===== config.mk =====
export PLATFORM = sky130hd
export DESIGN_NAME = handheld_hotkey_controller
export DESIGN_NICKNAME = d
export VERILOG_FILES = /design/src/hw/rtl/hhk_pkg.sv /design/src/hw/rtl/hhk_regs.sv /design/src/hw/rtl/hhk_core.sv /design/src/hw/rtl/handheld_hotkey_controller.sv
export SDC_FILE = /design/constraint.sdc
export NUM_CORES = 1
export LEC_CHECK = 0
export ABC_AREA = 1
export BUFFER_PORTS_ARGS = -buffer_cell sky130_fd_sc_hd__buf_4
export CORE_AREA = 2 2 105 107
export CTS_CLUSTER_DIAMETER = 60
export DETAILED_ROUTE_END_ITERATION = 16
export DIE_AREA = 0 0 107 109
export PLACE_DENSITY = 0.83
export SYNTH_ARGS = -nofsm -noshare
export SYNTH_HDL_FRONTEND = slang
export SYNTH_SLANG_ARGS = --single-unit

===== constraint.sdc =====
create_clock -name clk -period 6.5 [get_ports clk]
set_input_delay 0.325 -clock clk [delete_from_list [all_inputs] [get_ports clk]]
set_output_delay 0.325 -clock clk [all_outputs]
set_load 0.02 [all_outputs]

===== src/hw/rtl/hhk_pkg.sv =====
// Shared types, codes and reset constants of the handheld hotkey controller.
package hhk_pkg;

  localparam int NUM_BUTTONS_DEF = 7;
  localparam int APB_AW = 5;
  localparam int APB_DW = 32;

  localparam logic [5:0]  VOLUME_MAX_RST       = 6'd20;
  localparam logic [5:0]  BRIGHTNESS_MAX_RST   = 6'd10;
  localparam logic [11:0] HOLD_FRAMES_RST      = 12'd180;
  localparam logic [5:0]  START_VOLUME_RST     = 6'd10;
  localparam logic [5:0]  START_BRIGHTNESS_RST = 6'd5;
  localparam logic [11:0] HOLD_SAT             = 12'hFFF;

  typedef enum logic [1:0] {
    CMD_BUTTON = 2'd0,
    CMD_JACK   = 2'd1,
    CMD_TICK   = 2'd2
  } cmd_t;

  typedef enum logic [2:0] {
    REG_VOLUME_MAX       = 3'd0,
    REG_BRIGHTNESS_MAX   = 3'd1,
    REG_HOLD_FRAMES      = 3'd2,
    REG_START_VOLUME     = 3'd3,
    REG_START_BRIGHTNESS = 3'd4
  } reg_idx_t;

  localparam int BTN_START  = 0;
  localparam int BTN_SELECT = 1;
  localparam int BTN_L      = 2;
  localparam int BTN_R      = 3;
  localparam int BTN_POWER  = 4;
  localparam int BTN_VUP    = 5;
  localparam int BTN_VDOWN  = 6;

  // power-off sequencer, one-hot
  typedef enum logic [2:0] {
    PO_RUN     = 3'b001,
    PO_PENDING = 3'b010,
    PO_HALT    = 3'b100
  } po_t;

  typedef struct packed {
    logic [5:0]  volume_max;
    logic [5:0]  brightness_max;
    logic [11:0] hold_frames;
    logic [5:0]  start_volume;
    logic [5:0]  start_brightness;
    logic        load_volume;
    logic        load_brightness;
  } cfg_t;

  typedef struct packed {
    logic [5:0] volume_level;
    logic [5:0] brightness_level;
    logic       home_pulse;
    logic       jack_report;
    logic       jack_plugged;
    logic       blank_screen;
    logic       shutdown;
  } res_t;

endpackage


===== src/hw/rtl/hhk_regs.sv =====
// APB configuration registers of the hotkey controller.
module hhk_regs (
  input  logic                        clk,
  input  logic                        rst,
  input  logic                        psel,
  input  logic                        penable,
  input  logic                        pwrite,
  input  logic [hhk_pkg::APB_AW-1:0]  paddr,
  input  logic [hhk_pkg::APB_DW-1:0]  pwdata,
  output logic [hhk_pkg::APB_DW-1:0]  prdata,
  output logic                        pready,
  output hhk_pkg::cfg_t               cfg
);
  import hhk_pkg::*;

  logic [5:0]  volume_max;
  logic [5:0]  brightness_max;
  logic [11:0] hold_frames;
  logic [5:0]  start_volume;
  logic [5:0]  start_brightness;
  logic        wr;
  reg_idx_t    idx;

  assign pready = 1'b1;
  assign wr     = psel && penable && pwrite;
  assign idx    = reg_idx_t'(paddr[APB_AW-1:2]);

  always_ff @(posedge clk) begin
    if (rst) begin
      volume_max       <= VOLUME_MAX_RST;
      brightness_max   <= BRIGHTNESS_MAX_RST;
      hold_frames      <= HOLD_FRAMES_RST;
      start_volume     <= START_VOLUME_RST;
      start_brightness <= START_BRIGHTNESS_RST;
    end else if (wr) begin
      case (idx)
        REG_VOLUME_MAX:       volume_max       <= pwdata[5:0];
        REG_BRIGHTNESS_MAX:   brightness_max   <= pwdata[5:0];
        REG_HOLD_FRAMES:      hold_frames      <= pwdata[11:0];
        REG_START_VOLUME:     start_volume     <= pwdata[5:0];
        REG_START_BRIGHTNESS: start_brightness <= pwdata[5:0];
        default: ;
      endcase
    end
  end

  always_comb begin
    case (idx)
      REG_VOLUME_MAX:       prdata = {26'd0, volume_max};
      REG_BRIGHTNESS_MAX:   prdata = {26'd0, brightness_max};
      REG_HOLD_FRAMES:      prdata = {20'd0, hold_frames};
      REG_START_VOLUME:     prdata = {26'd0, start_volume};
      REG_START_BRIGHTNESS: prdata = {26'd0, start_brightness};
      default:              prdata = '0;
    endcase
  end

  // start writes also load the live level in the core, same edge
  always_comb begin
    cfg.volume_max       = volume_max;
    cfg.brightness_max   = brightness_max;
    cfg.hold_frames      = hold_frames;
    cfg.start_volume     = pwdata[5:0];
    cfg.start_brightness = pwdata[5:0];
    cfg.load_volume      = wr && (idx == REG_START_VOLUME);
    cfg.load_brightness  = wr && (idx == REG_START_BRIGHTNESS);
  end

endmodule


===== src/hw/rtl/hhk_core.sv =====
// Button, jack and power-hold state with per-tick hotkey evaluation.
module hhk_core #(
  parameter int NUM_BUTTONS = hhk_pkg::NUM_BUTTONS_DEF
) (
  input  logic          clk,
  input  logic          rst,
  input  hhk_pkg::cfg_t cfg,
  input  logic          item_valid,
  input  logic [1:0]    cmd,
  input  logic [2:0]    button,
  input  logic [1:0]    level,
  output logic          produces,
  output hhk_pkg::res_t res
);
  import hhk_pkg::*;

  logic [NUM_BUTTONS-1:0] held, held_next;
  logic [NUM_BUTTONS-1:0] pressed_edge, pressed_edge_next;
  logic [NUM_BUTTONS-1:0] released_edge, released_edge_next;
  logic [NUM_BUTTONS-1:0] repeat_edge, repeat_edge_next;
  logic [2:0]             jack_state, jack_state_next;
  logic                   chord_seen, chord_seen_next;
  po_t                    po, po_next;
  logic [11:0]            hold_count, hold_count_next;
  logic [5:0]             volume, volume_next;
  logic [5:0]             brightness, brightness_next;

  logic [NUM_BUTTONS-1:0] mask;
  logic                   btn_ok;

  assign btn_ok   = 32'(button) < 32'(NUM_BUTTONS);
  assign mask     = NUM_BUTTONS'(1) << button;
  assign produces = (cmd_t'(cmd) == CMD_TICK) && (po != PO_HALT);

  always_comb begin
    logic pw, sel, st, rl, rr, rvu, rvd, blank;
    held_next          = held;
    pressed_edge_next  = pressed_edge;
    released_edge_next = released_edge;
    repeat_edge_next   = repeat_edge;
    jack_state_next    = jack_state;
    chord_seen_next    = chord_seen;
    po_next            = po;
    hold_count_next    = hold_count;
    volume_next        = volume;
    brightness_next    = brightness;
    pw    = held[BTN_POWER];
    sel   = held[BTN_SELECT];
    st    = held[BTN_START];
    rl    = repeat_edge[BTN_L];
    rr    = repeat_edge[BTN_R];
    rvu   = repeat_edge[BTN_VUP];
    rvd   = repeat_edge[BTN_VDOWN];
    blank = 1'b0;
    res   = '0;

    if (item_valid && po != PO_HALT) begin
      case (cmd_t'(cmd))
        CMD_BUTTON: begin
          if (btn_ok) begin
            if (level != 2'd0) begin
              if ((held & mask) == '0) begin
                held_next         = held | mask;
                pressed_edge_next = pressed_edge | mask;
                repeat_edge_next  = repeat_edge | mask;
              end else begin
                // autorepeat at half rate
                repeat_edge_next = repeat_edge ^ mask;
              end
            end else if ((held & mask) != '0) begin
              released_edge_next = released_edge | mask;
              held_next          = held & ~mask;
              repeat_edge_next   = repeat_edge & ~mask;
            end
          end
        end
        CMD_JACK: begin
          if (level != 2'd0) jack_state_next = jack_state | 3'b011;
          else               jack_state_next = {1'b1, jack_state[1], 1'b0};
        end
        CMD_TICK: begin
          if (pressed_edge[BTN_POWER]) begin
            chord_seen_next = 1'b0;
            hold_count_next = '0;
          end else if (hold_count < HOLD_SAT) begin
            hold_count_next = hold_count + 12'd1;
          end

          if (!chord_seen_next && po == PO_RUN && pw &&
              hold_count_next >= cfg.hold_frames) begin
            po_next = PO_PENDING;
            blank   = 1'b1;
          end

          if (po_next != PO_RUN) begin
            if (released_edge[BTN_POWER]) begin
              res.shutdown = 1'b1;
              po_next      = PO_HALT;
            end
          end else begin
            if ((sel && rl) || (!pw && rvd)) begin
              if (volume != 6'd0) volume_next = volume - 6'd1;
              chord_seen_next = 1'b1;
            end else if ((sel && rr) || (!pw && rvu)) begin
              if (volume < cfg.volume_max) volume_next = volume + 6'd1;
              chord_seen_next = 1'b1;
            end
            if ((st && rl) || (pw && rvd)) begin
              if (brightness != 6'd0) brightness_next = brightness - 6'd1;
              chord_seen_next = 1'b1;
            end else if ((st && rr) || (pw && rvu)) begin
              if (brightness < cfg.brightness_max) brightness_next = brightness + 6'd1;
              chord_seen_next = 1'b1;
            end
            res.home_pulse  = !chord_seen_next && released_edge[BTN_POWER];
            res.jack_report = jack_state[2] || jack_state[1];
          end

          res.blank_screen   = blank;
          res.jack_plugged   = jack_state[0];
          pressed_edge_next  = '0;
          released_edge_next = '0;
          repeat_edge_next   = '0;
          jack_state_next    = {2'b00, jack_state[0]};
        end
        default: ;
      endcase
    end
    res.volume_level     = volume_next;
    res.brightness_level = brightness_next;
  end

  always_ff @(posedge clk) begin
    if (rst) begin
      held          <= '0;
      pressed_edge  <= '0;
      released_edge <= '0;
      repeat_edge   <= '0;
      jack_state    <= '0;
      chord_seen    <= 1'b0;
      po            <= PO_RUN;
      hold_count    <= '0;
      volume        <= START_VOLUME_RST;
      brightness    <= START_BRIGHTNESS_RST;
    end else begin
      held          <= held_next;
      pressed_edge  <= pressed_edge_next;
      released_edge <= released_edge_next;
      repeat_edge   <= repeat_edge_next;
      jack_state    <= jack_state_next;
      chord_seen    <= chord_seen_next;
      po            <= po_next;
      hold_count    <= hold_count_next;
      volume        <= cfg.load_volume ? cfg.start_volume : volume_next;
      brightness    <= cfg.load_brightness ? cfg.start_brightness : brightness_next;
    end
  end

  a_halt_sticks: assert property (@(posedge clk) disable iff (rst)
    po == PO_HALT |=> po == PO_HALT)
    else $error("halted state left without reset");

  a_shutdown_halts: assert property (@(posedge clk) disable iff (rst)
    item_valid && produces && res.shutdown |=> po == PO_HALT)
    else $error("shutdown sent but core not halted");

  a_edges_cleared: assert property (@(posedge clk) disable iff (rst)
    item_valid && produces |=> pressed_edge == '0 && released_edge == '0)
    else $error("edge flags survive a frame tick");

endmodule


===== src/hw/rtl/handheld_hotkey_controller.sv =====
// Top level of the hotkey controller: handshake, item stage, result register.
// A tick beat is registered in the item stage, and its result then in the result register.
// Throughput: one input beat per cycle; the core state updates as a beat moves
//   from the item stage toward the result register; a stalled result only
//   stops the stage when it holds a tick.
// Reset: rst is synchronous, active high; it clears all flags, counters and
//   handshake state, restores register defaults and reloads the start levels.
module handheld_hotkey_controller #(
  parameter int NUM_BUTTONS = hhk_pkg::NUM_BUTTONS_DEF
) (
  input  logic                        clk,
  input  logic                        rst,
  // configuration
  input  logic                        psel,
  input  logic                        penable,
  input  logic                        pwrite,
  input  logic [hhk_pkg::APB_AW-1:0]  paddr,
  input  logic [hhk_pkg::APB_DW-1:0]  pwdata,
  output logic [hhk_pkg::APB_DW-1:0]  prdata,
  output logic                        pready,
  // input channel
  input  logic                        in_valid,
  output logic                        in_ready,
  input  logic [1:0]                  cmd,
  input  logic [2:0]                  button,
  input  logic [1:0]                  level,
  // result channel
  output logic                        out_valid,
  input  logic                        out_ready,
  output logic [5:0]                  volume_level,
  output logic [5:0]                  brightness_level,
  output logic                        home_pulse,
  output logic                        jack_report,
  output logic                        jack_plugged,
  output logic                        blank_screen,
  output logic                        shutdown
);
  import hhk_pkg::*;

  cfg_t       cfg;
  res_t       res;
  res_t       out_res;
  logic       produces;

  // item stage
  logic       stage_valid;
  logic [1:0] stage_cmd;
  logic [2:0] stage_button;
  logic [1:0] stage_level;
  logic       advance;
  logic       out_free;

  hhk_regs u_regs (
    .clk     (clk),
    .rst     (rst),
    .psel    (psel),
    .penable (penable),
    .pwrite  (pwrite),
    .paddr   (paddr),
    .pwdata  (pwdata),
    .prdata  (prdata),
    .pready  (pready),
    .cfg     (cfg)
  );

  hhk_core #(
    .NUM_BUTTONS (NUM_BUTTONS)
  ) u_core (
    .clk        (clk),
    .rst        (rst),
    .cfg        (cfg),
    .item_valid (advance),
    .cmd        (stage_cmd),
    .button     (stage_button),
    .level      (stage_level),
    .produces   (produces),
    .res        (res)
  );

  // A staged beat moves into the core unless it is a tick whose result
  // has nowhere to go yet.
  assign out_free = !out_valid || out_ready;
  assign advance  = stage_valid && (!produces || out_free);
  assign in_ready = !stage_valid || advance;

  always_ff @(posedge clk) begin
    if (rst) begin
      stage_valid <= 1'b0;
    end else if (in_ready) begin
      stage_valid <= in_valid;
    end
  end

  always_ff @(posedge clk) begin
    if (in_valid && in_ready) begin
      stage_cmd    <= cmd;
      stage_button <= button;
      stage_level  <= level;
    end
  end

  always_ff @(posedge clk) begin
    if (rst) begin
      out_valid <= 1'b0;
    end else if (advance && produces) begin
      out_valid <= 1'b1;
    end else if (out_ready) begin
      out_valid <= 1'b0;
    end
  end

  always_ff @(posedge clk) begin
    if (advance && produces) begin
      out_res <= res;
    end
  end

  assign volume_level     = out_res.volume_level;
  assign brightness_level = out_res.brightness_level;
  assign home_pulse       = out_res.home_pulse;
  assign jack_report      = out_res.jack_report;
  assign jack_plugged     = out_res.jack_plugged;
  assign blank_screen     = out_res.blank_screen;
  assign shutdown         = out_res.shutdown;

  a_stage_holds: assert property (@(posedge clk) disable iff (rst)
    stage_valid && !advance |=> stage_valid && $stable(stage_cmd)
      && $stable(stage_button) && $stable(stage_level))
    else $error("stalled item stage lost its beat");

  a_accept_fills: assert property (@(posedge clk) disable iff (rst)
    in_valid && in_ready |=> stage_valid)
    else $error("accepted beat not staged");

  a_no_overwrite: assert property (@(posedge clk) disable iff (rst)
    out_valid && !out_ready |=> out_valid && $stable(out_res))
    else $error("pending result overwritten");

endmodule

* After elaboration in Yosys (flattened, before gate mapping)
Index checks and enable logic that the tools add are counted.
Cells by class: bitwise operators 11, reduce and logical (&&, ||, !) cells 61, equality and inequality tests 18, $lt $le $gt $ge 5, add/subtract/negate cells 5, muxes and demuxes 59, shift operators 1
Operators with widths (number):
- 6-bit 2-to-1 mux | 16
- 7-bit 2-to-1 mux | 13
- 12-bit case mux with 5 select lines | 1
- 12-bit 2-to-1 mux | 4
- 7-bit case mux with 2 select lines | 3
- 7-bit bitwise OR | 4
- 7-bit bitwise AND | 3
- 1-bit logical AND | 21
- 3-bit 2-to-1 mux | 6
- 1-bit 2-to-1 mux | 15
- 5-bit AND reduction | 3
- 12-bit by 1-bit adder with 12-bit output (second input constant) | 1
- 6-bit by 1-bit adder with 6-bit output (second input constant) | 2
- 12-bit greater-or-equal comparator | 1
- 12-bit less-than comparator (second input constant) | 1
- 6-bit less-than comparator | 2
- 2-bit by 1-bit != test with 1-bit output (second input constant) | 6
- 2-bit AND reduction | 6
- 3-bit AND reduction | 4
- 6-bit nonzero test | 2
- 6-bit by 1-bit subtractor with 6-bit output (second input constant) | 2
- 2-bit nonzero test | 5
- 1-bit logical OR | 8
- 7-bit zero test | 1
- 20 further kinds | 30
Word-level totals: output and inout bits 52, bits in registers 121, logic and storage cells 189

* Logic depth before layout (Yosys ltp)
Gate-level depths: netlist of the first run.
depth in word-level cells 20, depth in mapped cells 26

* By module
From an unflattened synthesis of the first run, not the netlist that was laid out.
Second synthesis, totals: cells, all modules 1012, area total of the unflattened synthesis 6895.4 um^2
By module, submodules not included:
- hhk_core | cells each 640, sequential area each 880.8 um^2, times used 1, area each 3957.5 um^2
- hhk_regs | cells each 329, sequential area each 720.7 um^2, times used 1, area each 2095.8 um^2
- handheld_hotkey_controller | cells each 43, sequential area each 760.7 um^2, times used 1, area each 842.1 um^2

* Least setup slack after synthesis of the first run
OpenSTA, ideal clock, no wires.
path kind reg-to-reg, from register u_core.hold_count[0], to register out_res, in the netlist brightness_level[0], data pin, stages on the path, launching flop included 26, setup time 0.255 ns, data required time 6.245 ns, slack 3.601 ns, data arrival time 2.644 ns, cells stage by stage dfxtp_1 -> ha_1 -> nand3_1 -> nor2_1 -> nand2_1 -> inv_2 -> nand2_2 -> nand2_1 -> nor2_1 -> nand3_1 -> nand2_1 -> nand3_1 -> inv_1 -> ha_1 -> nand2_1 -> nand2_1 -> nand2_1 -> nand3_1 -> nor2_2 -> nand2_2 -> nand2_4 -> nand2_4 -> nor2_2 -> buf_6 -> nand3_1 -> and2_1
RTL lines:
- start, declared | line hhk_core.sv:24 | logic [11:0] hold_count, hold_count_next;
- start signal, assigned | line hhk_core.sv:153 | hold_count <= hold_count_next;
- end signal, assigned | line handheld_hotkey_controller.sv:114 | out_res <= res;
- end, declared | line handheld_hotkey_controller.sv:42 | res_t out_res;

==> reports/results.ini, run 1 <==
[setup_path]
crit_path_start_kind = flip-flop
crit_family = simple AND/OR/NAND/NOR gates
worstSetupPathType = flip-flop to flip-flop
cp_data_required_time_ps = 6630
cp_max_fo = 11
worstSetupEndpointType = flip-flop
critical_path.most_common_cell = nand2_1
r2r-end = brightness_level[0]
worstReg2RegStart = u_core.hold_count[0]
cp_cell_sequence = ha_1 > nand3_1 > nor2_1 > nand2_1 > inv_2 > nand2_2 > nand2_1 > nor2_1 > nand3_1 > nand2_1 > nand3_1 > inv_1 > ha_1 > nand2_1 > nand2_1 > nand2_1 > nand3_1 > nor2_2 > nand2_2 > nand2_4 > nand2_4 > nor2_2 > nand3_1 > and2_1
critPathArrivalTime_ps = 3940
cp_num_buf_inv = 2
reg2reg_setup_slack_ps = 2690
slowest_stage = nor2_2
cpPeakStageDelay_ps = 610
worstRegToRegCells = 24

[cells_and_area]
layout_common_cells = nand2_1, inv_1, dfxtp_1
antenna-diode-count = 0
nets = 980
stdcell_area_sq_um = 7040
drive_gt1_share_pct = 17.2
syn2layout_area_growth_pct = 9.39
final_common_cell = nand2_1
fill_cells = 942

[placement]
io_buffers = 59
dp_hpwl_um = 11000
post-place-ws_ps = 2790
placed_cell_area_sq_um = 6860
gp_congestion = 0.900

[routing]
wl_um = 14500
drtAntennaViolNets = 0
dr.pass1.iters = 5
routedWlPerCell_um = 14.0
initialDrtViolationCount = 310
drc = 0
vias_per_cell = 5.36
num_vias = 5552

[clock_network]
clock_latency_ps = 380
postCtsSetupBuffers = 0
cts.sinks = 106
root_buffer = clkbuf_8
htreeDepth = 3
cts_buffers = 9
cts_tree = built
cts_hold_buffers = 0
ctsResizeCount = 0
path_clk_slew_ps = 100
clockBufferDepth = 2

[global_route]
grt_pass1_vias = 5071
antenna_found_initial = 0
grt_overflow = 0
grt_usage_pct = 26.2
grt_start_max_net_pins = 42
grt_pass1_wl_um = 23900

[sta]
final.min_clock_period_ps = 3810
finalSetupViolCount = 0
fin_skew_ps = 13.0
holdWs_ps = 120
layout_setup_ws_ps = 2690
worst_slew_pin_slew_ps = 1250
hold_violations = 0
fin_crit_sh_pct = 58.6
setup_tns_ps = 0
max_slew_margin_pct = 16.9
slew_viol_final = 0
max_freq_ghz = 0.262
rsz0062_at_grt = no

[floorplanning]
core-area_sq_um = 10600
die_area_sq_um = 11700
die_height_um = 109
die_w_um = 107
rows = 38
start_util_pct = 60.7
io_pins = 103

[worst_hold_path]
worstHoldPathCells = 1
hold_path_class = input port to flip-flop
min_to = stage_button[2]
holdCritStartpoint = button[2]

[synthesis]
synth_enable_flop_cells = 24
dominantRegCellSynth = dfxtp_1
ys_warn_count = 0
avgSynthCellArea_sq_um = 7.67
synth_area_sq_um = 6440
yosys_register_bits = 106
synth_cell_types = 50
synth.yosys.seq_area_share_pct = 36.7
postSynth.asyncResetShare_pct = 0
postSynthCellCount = 840

[flow_run]
maxCapViolations = 0

[power_and_ir_drop]
leakage_nw = 3.16
p_total_w = 0.00123
p_per_area_nw_per_um2 = 175
ir_drop_v = 0.000113

[status]
status = finished clean

==> cell type report <==
cell class / instances / area [sq um] / area share, %
clock inverter: 1 / 6.26 / 0.0888
clock buffer: 15 / 178 / 2.52
multi-input combinational: 588 / 3400 / 48.3
inverter: 127 / 479 / 6.80
tap: 140 / 175 / 2.49
sequential: 106 / 2360 / 33.5
timing repair buffer: 59 / 443 / 6.29
==> flip-flops by register name, indices dropped and copies added (netlist names), 2 cells and up, named ones only <==
register and cells:
stage_level 2, u_core.po 3, u_core.brightness 6, volume_level 6, u_regs.hold_frames 12, stage_button 3
u_regs.start_brightness 6, u_core.repeat_edge 4, u_core.hold_count 12, u_core.jack_state 3, stage_cmd 2, u_regs.start_volume 6
u_core.volume 6, u_regs.brightness_max 6, brightness_level 6, u_regs.volume_max 6
==> power by group <==
group / internal [W] / switching [W]
clock network: 0.000175 / 0.000216
registers: 0.000685 / 0.0000103
logic: 0.0000486 / 0.0000966
total: 0.000908 / 0.000323
==> metrics by stage <==
| stage | util [%] | std cells |
|---|---|---|
| after CTS | 66.4 | 1036 |
| after global routing | 66.4 | 1036 |
| final | 66.4 | 1036 |
| after detailed placement | 64.7 | 1020 |
| after floorplan | - | 859 |
| after global placement | 64.7 | 1020 |
==> worst max-delay path by stage <==
stage                           to  cells after the start                  from  slack (ps)
3_5_place_dp   brightness_level[5]                     24  u_core.hold_count[0]        2790
5_1_grt        brightness_level[0]                     24  u_core.hold_count[0]        2370
3_3_place_gp   brightness_level[0]                     24  u_core.hold_count[0]        2810
2_1_floorplan  brightness_level[0]                     25  u_core.hold_count[0]        3600
6_report       brightness_level[0]                     24  u_core.hold_count[0]        2690
4_1_cts        brightness_level[0]                     24  u_core.hold_count[0]        2720
==> cells in the mapped netlist (2+ instances only) <==
cell / n / share of area [%]
a21oi_1: 62 / 4.8
a21oi_2: 11 / 1.5
a221oi_1: 2 / 0.27
a22oi_1: 3 / 0.35
a31oi_1: 2 / 0.19
and2_1: 9 / 0.87
buf_4: 21 / 2.4
buf_6: 6 / 1.0
clkbuf_1: 9 / 0.52
conb_1: 2 / 0.12
dfxtp_1: 82 / 25
edfxtp_1: 24 / 11
ha_1: 38 / 7.4
inv_1: 108 / 6.3
inv_2: 18 / 1.0
mux2i_1: 2 / 0.31
nand2_1: 168 / 9.8
nand2_2: 9 / 0.87
nand2_4: 6 / 1.0
nand3_1: 43 / 3.3
nand3_2: 17 / 2.6
nand4_1: 16 / 1.6
nor2_1: 57 / 3.3
nor2_2: 7 / 0.68
nor2_4: 4 / 0.70
nor3_1: 8 / 0.62
nor3_2: 2 / 0.31
nor3_4: 5 / 1.3
nor4_1: 2 / 0.19
o2111ai_1: 3 / 0.41
o211ai_1: 10 / 1.2
o21ai_0: 45 / 3.5
o21ai_1: 5 / 0.39
o22ai_1: 10 / 0.97
xnor2_1: 2 / 0.27
xor2_1: 8 / 1.1
==> cells by family (layout without fill, tap and decap cells) <==
group	Yosys count	after routing	share of synthesized area, %
buf+inv	165	202	11.6
simple gates	355	355	27.7
fa+ha+maj	38	38	7.38
xor+xnor	10	10	1.36
mux	2	2	0.311
compound gates	162	162	14.9
flops	106	106	36.7
other cells	2	21	0.117
==> layer usage <==
| layer | vias to the layer above | wire length, um | GRT usage [%] |
|---|---|---|---|
| met4 | 0 | 436 | 11.1 |
| met1 | 2515 | 6300 | 33.5 |
| met3 | 34 | 882 | 4.90 |
| met2 | 164 | 6920 | 43.8 |
| li1 | 2839 | - | - |
| met5 | - | 0 | 0 |
No activity file was read; power rests on OpenSTA's default activity.
==> run 2, diff against run 1 <==
--- a/config.mk
+++ b/config.mk
@@ -5,13 +5,13 @@
 export SDC_FILE = /design/constraint.sdc
 export NUM_CORES = 1
 export LEC_CHECK = 0
-export ABC_AREA = 1
+export ABC_AREA = 0
 export BUFFER_PORTS_ARGS = -buffer_cell sky130_fd_sc_hd__buf_4
-export CORE_AREA = 2 2 105 107
+export CORE_AREA = 2 2 114 116
 export CTS_CLUSTER_DIAMETER = 60
 export DETAILED_ROUTE_END_ITERATION = 16
-export DIE_AREA = 0 0 107 109
-export PLACE_DENSITY = 0.83
+export DIE_AREA = 0 0 116 118
+export PLACE_DENSITY = 0.74
 export SYNTH_ARGS = -nofsm -noshare
 export SYNTH_HDL_FRONTEND = slang
 export SYNTH_SLANG_ARGS = --single-unit
==> constraint.sdc (replaced) <==
create_clock -name clk -period 3.1 [get_ports clk]
set_input_delay 0.155 -clock clk [delete_from_list [all_inputs] [get_ports clk]]
set_output_delay 0.155 -clock clk [all_outputs]
set_load 0.02 [all_outputs]
==> run 2 against run 1 <==
The flow now finishes with violations (negative setup slack). Count of clock-buffer cells in the layout decreased by 6. Power increased by 140%. Via count increased by 5.9%. Non-clock buffer count increased by 61. Die area increased by 17%. Global-route usage decreased by 1.7 points. First-iteration DRC count increased by 86%. Clock power increased to 2.9 times the previous value. Core utilization decreased by 3.5 points.
==> reports/results.ini, run 2 <==
[status]
status = finished, violations left
violations = negative setup slack

[placement]
post-place-ws_ps = -228
dp_hpwl_um = 11700
place_inst = 990
io_buffers = 59
gp_congestion = 0.872

[clock_network]
clockBufferDepth = 2
cts_tree = built
cts.sinks = 106
root_buffer = clkbuf_16
clock_latency_ps = 370
htreeDepth = 3
cts_buffers = 9
path_clk_slew_ps = 80

[routing]
drtAntennaViolNets = 0
routedWlPerCell_um = 16.2
drc = 0
dr.pass1.iters = 5
initialDrtViolationCount = 577
vias_per_cell = 5.74
wl_um = 16600
num_vias = 5880

[synthesis]
synth_enable_flop_cells = 24
dominantRegCellSynth = dfxtp_1
yosys.area.top_type_share_pct = 26.1
synth_area_sq_um = 6300
yosysMostFrequentCell = nand2_1
synth.top_cells.by_area = dfxtp_1, edfxtp_1, ha_1, nand2_1, a21oi_1
ys_warn_count = 0
synth_commonest_cells = nand2_1, dfxtp_1, nor2_1, a21oi_1, ha_1
synth.yosys.seq_area_share_pct = 37.5
postSynthCellCount = 753
postSynth.asyncResetShare_pct = 0
yosysTopAreaCell = dfxtp_1
synth_cell_types = 73
yosys_register_bits = 106
avgSynthCellArea_sq_um = 8.37

[sta]
final.min_clock_period_ps = 3260
slew_viol_final = 0
fin_crit_sh_pct = 105
rsz0062_at_grt = yes
holdWs_ps = 40.1
finalSetupViolCount = 29
max_slew_margin_pct = 17.2
max_freq_ghz = 0.306
worst_slew_pin_slew_ps = 1240
fin_skew_ps = 12.3
hold_violations = 0
layout_setup_ws_ps = -164

[setup_path]
worstSetupEndpointType = flip-flop
crit_path_start_kind = flip-flop
worstSetupPathType = flip-flop to flip-flop
cp_max_fo = 5
cp_data_required_time_ps = 3200
critPathArrivalTime_ps = 3370

[floorplanning]
die_w_um = 116
io_pins = 103
die_area_sq_um = 13700
die_height_um = 118
core-area_sq_um = 12400
start_util_pct = 50.8
rows = 41

[cells_and_area]
finish.utilization_pct = 62.9
layout_common_cells = buf_4, nand2_1, nor2_1
drive_gt1_share_pct = 23.1
antenna-diode-count = 0
syn2layout_area_growth_pct = 24.0
top_regs = u_core.hold_count x12, u_regs.hold_frames x12
finalNonFillerCells = 1025
nets = 937
fill_cells = 1029
final_common_cell = buf_4

[global_route]
antenna_found_initial = 0
grt_pass1_wl_um = 26900
grt_usage_pct = 24.5
grt_pass1_vias = 5504
grt_overflow = 0
grt_start_max_net_pins = 83

[flow_run]
maxCapViolations = 0

[power_and_ir_drop]
p_per_area_nw_per_um2 = 372
leakage_nw = 3.16
ir_drop_v = 0.000289

[worst_hold_path]
hold_path_class = input port to flip-flop

-- run 2: path summary, 6_finish.rpt --
check	startpoint	end	slack, ps	depth (start not counted)
min	pwdata[8]	u_regs.hold_frames[8]	40	3
max	u_core.hold_count[5]	brightness_level[1]	-160	12
min reg2reg	u_regs.start_volume[1]	u_regs.start_volume[1]	450	2
max reg2reg	u_core.hold_count[5]	brightness_level[1]	-160	12
-- run 2: repair_timing --
action / in CTS / in global routing
hold buffers: 8 / 0
setup endpoints to repair: 31 / 32
pin swaps: 22 / 22
hold endpoints to repair: 8 / 0
resized for setup: 27 / 27
gates cloned: 1 / 0
setup buffers: 4 / 6
-- run 2: final cells by class --
| type | instances | area, sq um | share of cell area (%) |
|---|---|---|---|
| clock buffers | 9 | 225 | 2.88 |
| well taps | 172 | 215 | 2.75 |
| repair buffers | 120 | 956 | 12.2 |
| multi-input cells | 574 | 3850 | 49.2 |
| inverters | 37 | 139 | 1.78 |
| clock inverters | 7 | 58.8 | 0.753 |
| flip-flops and latches | 106 | 2370 | 30.4 |
-- run 2: kinds of logic (layout without fill, tap and decap cells) --
| kind of cell | Yosys count | in the layout | synth area share [%] |
|---|---|---|---|
| adders and majority gates | 38 | 38 | 7.55 |
| other | 2 | 21 | 0.119 |
| DFF | 106 | 106 | 37.5 |
| xor gates and xnor gates | 10 | 10 | 1.39 |
| buffers and inverters | 93 | 173 | 7.17 |
| AOI/OAI and AO/OA | 178 | 179 | 19.2 |
| muxes | 27 | 27 | 4.49 |
| and+or+nand+nor | 299 | 299 | 22.6 |
-- run 2: power breakdown --
part | internal [W] | switching [W] | leakage, nW | total [W]
combinational | 0.000125 | 0.000186 | 2.13 | 0.000311
sequential | 0.00143 | 0.0000303 | 0.894 | 0.00146
clock | 0.000562 | 0.000569 | 0.142 | 0.00113
total | 0.00212 | 0.000785 | 3.16 | 0.00291
-- run 2: metrics by stage --
step	total power, W	cell area, sq um	TNS [ps]
after floorplan	0.00170	6440	-376
after global placement	0.00177	7110	-1230
after detailed placement	0.00178	7110	-3890
after CTS	0.00291	7630	-1690
after global routing	0.00300	7810	-5840
final	0.00291	7810	-2350
-- run 2: layer usage --
metal	vias to the layer above	part of all wire, %	GRT usage [%]
li1	2808	-	-
met1	2793	43	32.9
met2	235	48	39.0
met3	44	5.9	3.76
met4	0	3.1	10.7
met5	-	0	0
-- run 2: worst max-delay path, cell delays in order (launching register included) --
cell      delay, ps
dfxtp_2         330
and4_4          290
nand3_4         100
or2_4           280
nor3b_4         160
xnor2_1         180
nor2_1           60
ha_1            300
nand2_1          70
or4b_4          600
o21a_4          250
o221a_4         260
a21boi_1        130
==> run 3, diff against run 2 <==
==> constraint.sdc (replaced) <==
create_clock -name clk -period 3.1 [get_ports clk]
set_input_delay 0.465 -clock clk [delete_from_list [all_inputs] [get_ports clk]]
set_output_delay 0.465 -clock clk [all_outputs]
set_load 0.02 [all_outputs]
==> run 3 against run 2 <==
The flow still finishes with violations (negative setup slack). Wire length is 7.6% higher. Sequential share of layout area is 1.1 points lower. Die area stayed put. First-iteration DRC count is 5.5% higher. Count of clock-buffer cells in the layout is 1 higher. Design area is 4.0% higher. Largest cell class unchanged.
==> reports/results.ini, run 3 (synthesis gave the netlist of run 2 again) <==
[setup_path]
r2r-end = brightness_level[1]
startpoint = u_core.hold_count[5]
worstRegToRegCells = 11
endpoint = brightness_level[1]
worstReg2RegStart = u_core.hold_count[5]
cp_max_fo = 6
critPathArrivalTime_ps = 3440
reg2reg_setup_slack_ps = -240
crit_path_start_kind = flip-flop
worstSetupPathType = flip-flop to flip-flop
worstSetupEndpointType = flip-flop
cp_data_required_time_ps = 3190

[clock_network]
cts_tree = built
clockBufferDepth = 2
path_clk_slew_ps = 80
clock_latency_ps = 370
cts_buffers = 9
cts.sinks = 106
cts_hold_buffers = 0
root_buffer = clkbuf_16
htreeDepth = 3

[power_and_ir_drop]
combPwrFrac_pct = 10.5
p_clk_share_pct = 41.0
ir_drop_v = 0.000279
p_total_w = 0.00302
seq_power_share_pct = 48.5
p_switching_w = 0.000779
p_per_area_nw_per_um2 = 371
leakage_nw = 3.29
intPower_w = 0.00224
sw_frac_of_total_pct = 25.8

[cells_and_area]
register_area_sq_um = 2380
finalNonFillerCells = 1042
top_regs = u_core.hold_count x12, u_regs.hold_frames x12
nets = 954
syn2layout_area_growth_pct = 28.9
antenna-diode-count = 0
multi_input_area_sq_um = 3950
drive_gt1_share_pct = 27.1
layout_common_cells = buf_4, nand2_1, nor2_1
final_common_cell = buf_4
fill_cells = 989

[floorplanning]
die_area_sq_um = 13700
start_util_pct = 50.8
rows = 41
die_height_um = 118
core-area_sq_um = 12400
die_w_um = 116
io_pins = 103

[routing]
drc = 0
dr.pass1.iters = 6
routedWlPerCell_um = 17.1
num_vias = 5940
drtAntennaViolNets = 0
wl_um = 17800
initialDrtViolationCount = 609
vias_per_cell = 5.70

[global_route]
antenna_found_initial = 0
grt_usage_pct = 25.0
grt_start_max_net_pins = 83
grt_pass1_vias = 5522
grt_overflow = 0
grt_pass1_wl_um = 27000

[sta]
max_freq_ghz = 0.299
layout_setup_ws_ps = -245
finalSetupViolCount = 33
slew_viol_final = 0
hold_violations = 0
worst_slew_pin_slew_ps = 937
fin_crit_sh_pct = 108
final.min_clock_period_ps = 3340
rsz0062_at_grt = yes
fin_skew_ps = 10.0
max_slew_margin_pct = 37.3

[placement]
place_inst = 996
io_buffers = 59
dp_hpwl_um = 11700
gp_congestion = 0.925

[flow_run]
maxCapViolations = 0

[status]
violations = negative setup slack
status = finished, violations left

[worst_hold_path]
holdCritStartpoint = button[1]
hold_path_class = input port to flip-flop

## run 3: area by class of cell
cell class	count	area share, %
sequential	106	29.3
timing repair buffer	138	13.8
tap	172	2.65
inverter	37	1.71
clock inverter	6	0.847
clock buffer	10	3.08
multi-input combinational	573	48.6
## run 3: power by group through the flow
stage	registers [W]	clock network (W)	logic, W
2_1_floorplan	0.00148	0	0.000211
3_3_place_gp	0.00149	0	0.000279
3_5_place_dp	0.00149	0	0.000289
4_1_cts	0.00146	0.00125	0.000302
5_1_grt	0.00147	0.00130	0.000341
6_report	0.00146	0.00124	0.000316
## run 3: worst min-delay path by stage
stage | slack, ps | cells past startpoint | to
after floorplan | 420 | 2 | u_regs.start_brightness[2]
after global placement | 440 | 2 | u_regs.start_volume[1]
after detailed placement | 440 | 2 | u_regs.start_volume[1]
after CTS | 270 | 1 | stage_button[1]
after global routing | 260 | 1 | stage_button[0]
final | 270 | 1 | stage_button[1]
## run 3: metrics by stage
step	cell area [sq um]	hold slack, ps	util [%]	TNS, ps	setup WS (ps)
4_1_cts	7820	270	63.0	-2350	-173
2_1_floorplan	6440	422	-	-376	-70.7
6_report	8120	269	65.4	-5000	-245
3_5_place_dp	7140	440	57.5	-6900	-347
5_1_grt	8120	262	65.4	-8780	-366
3_3_place_gp	7140	437	57.5	-2910	-197
## run 3: layer usage
layer	part of all wire [%]	routed length, um	vias up	track usage (%)
met4	2.0	357	0	8.48
met3	6.4	1140	35	4.43
met2	49	8740	240	40.8
li1	-	-	2847	-
met5	0	0	-	0
met1	43	7610	2818	33.1
## run 3: worst max-delay path: stages (launching register included)
cell and delay (ps):
dfxtp_2 330, and4_4 260, nand2_2 120, nor4_4 260, xnor2_1 170, a21oi_2 90, ha_1 340, nand4_1 200
or4b_4 610, o21a_4 280, o221a_4 280, a21boi_1 130
## run 3: what timing repair did
item,4_1_cts,5_1_grt
resized for setup,42,51
pin swaps,38,36
setup endpoints to repair,32,33
buffers inserted,26,10
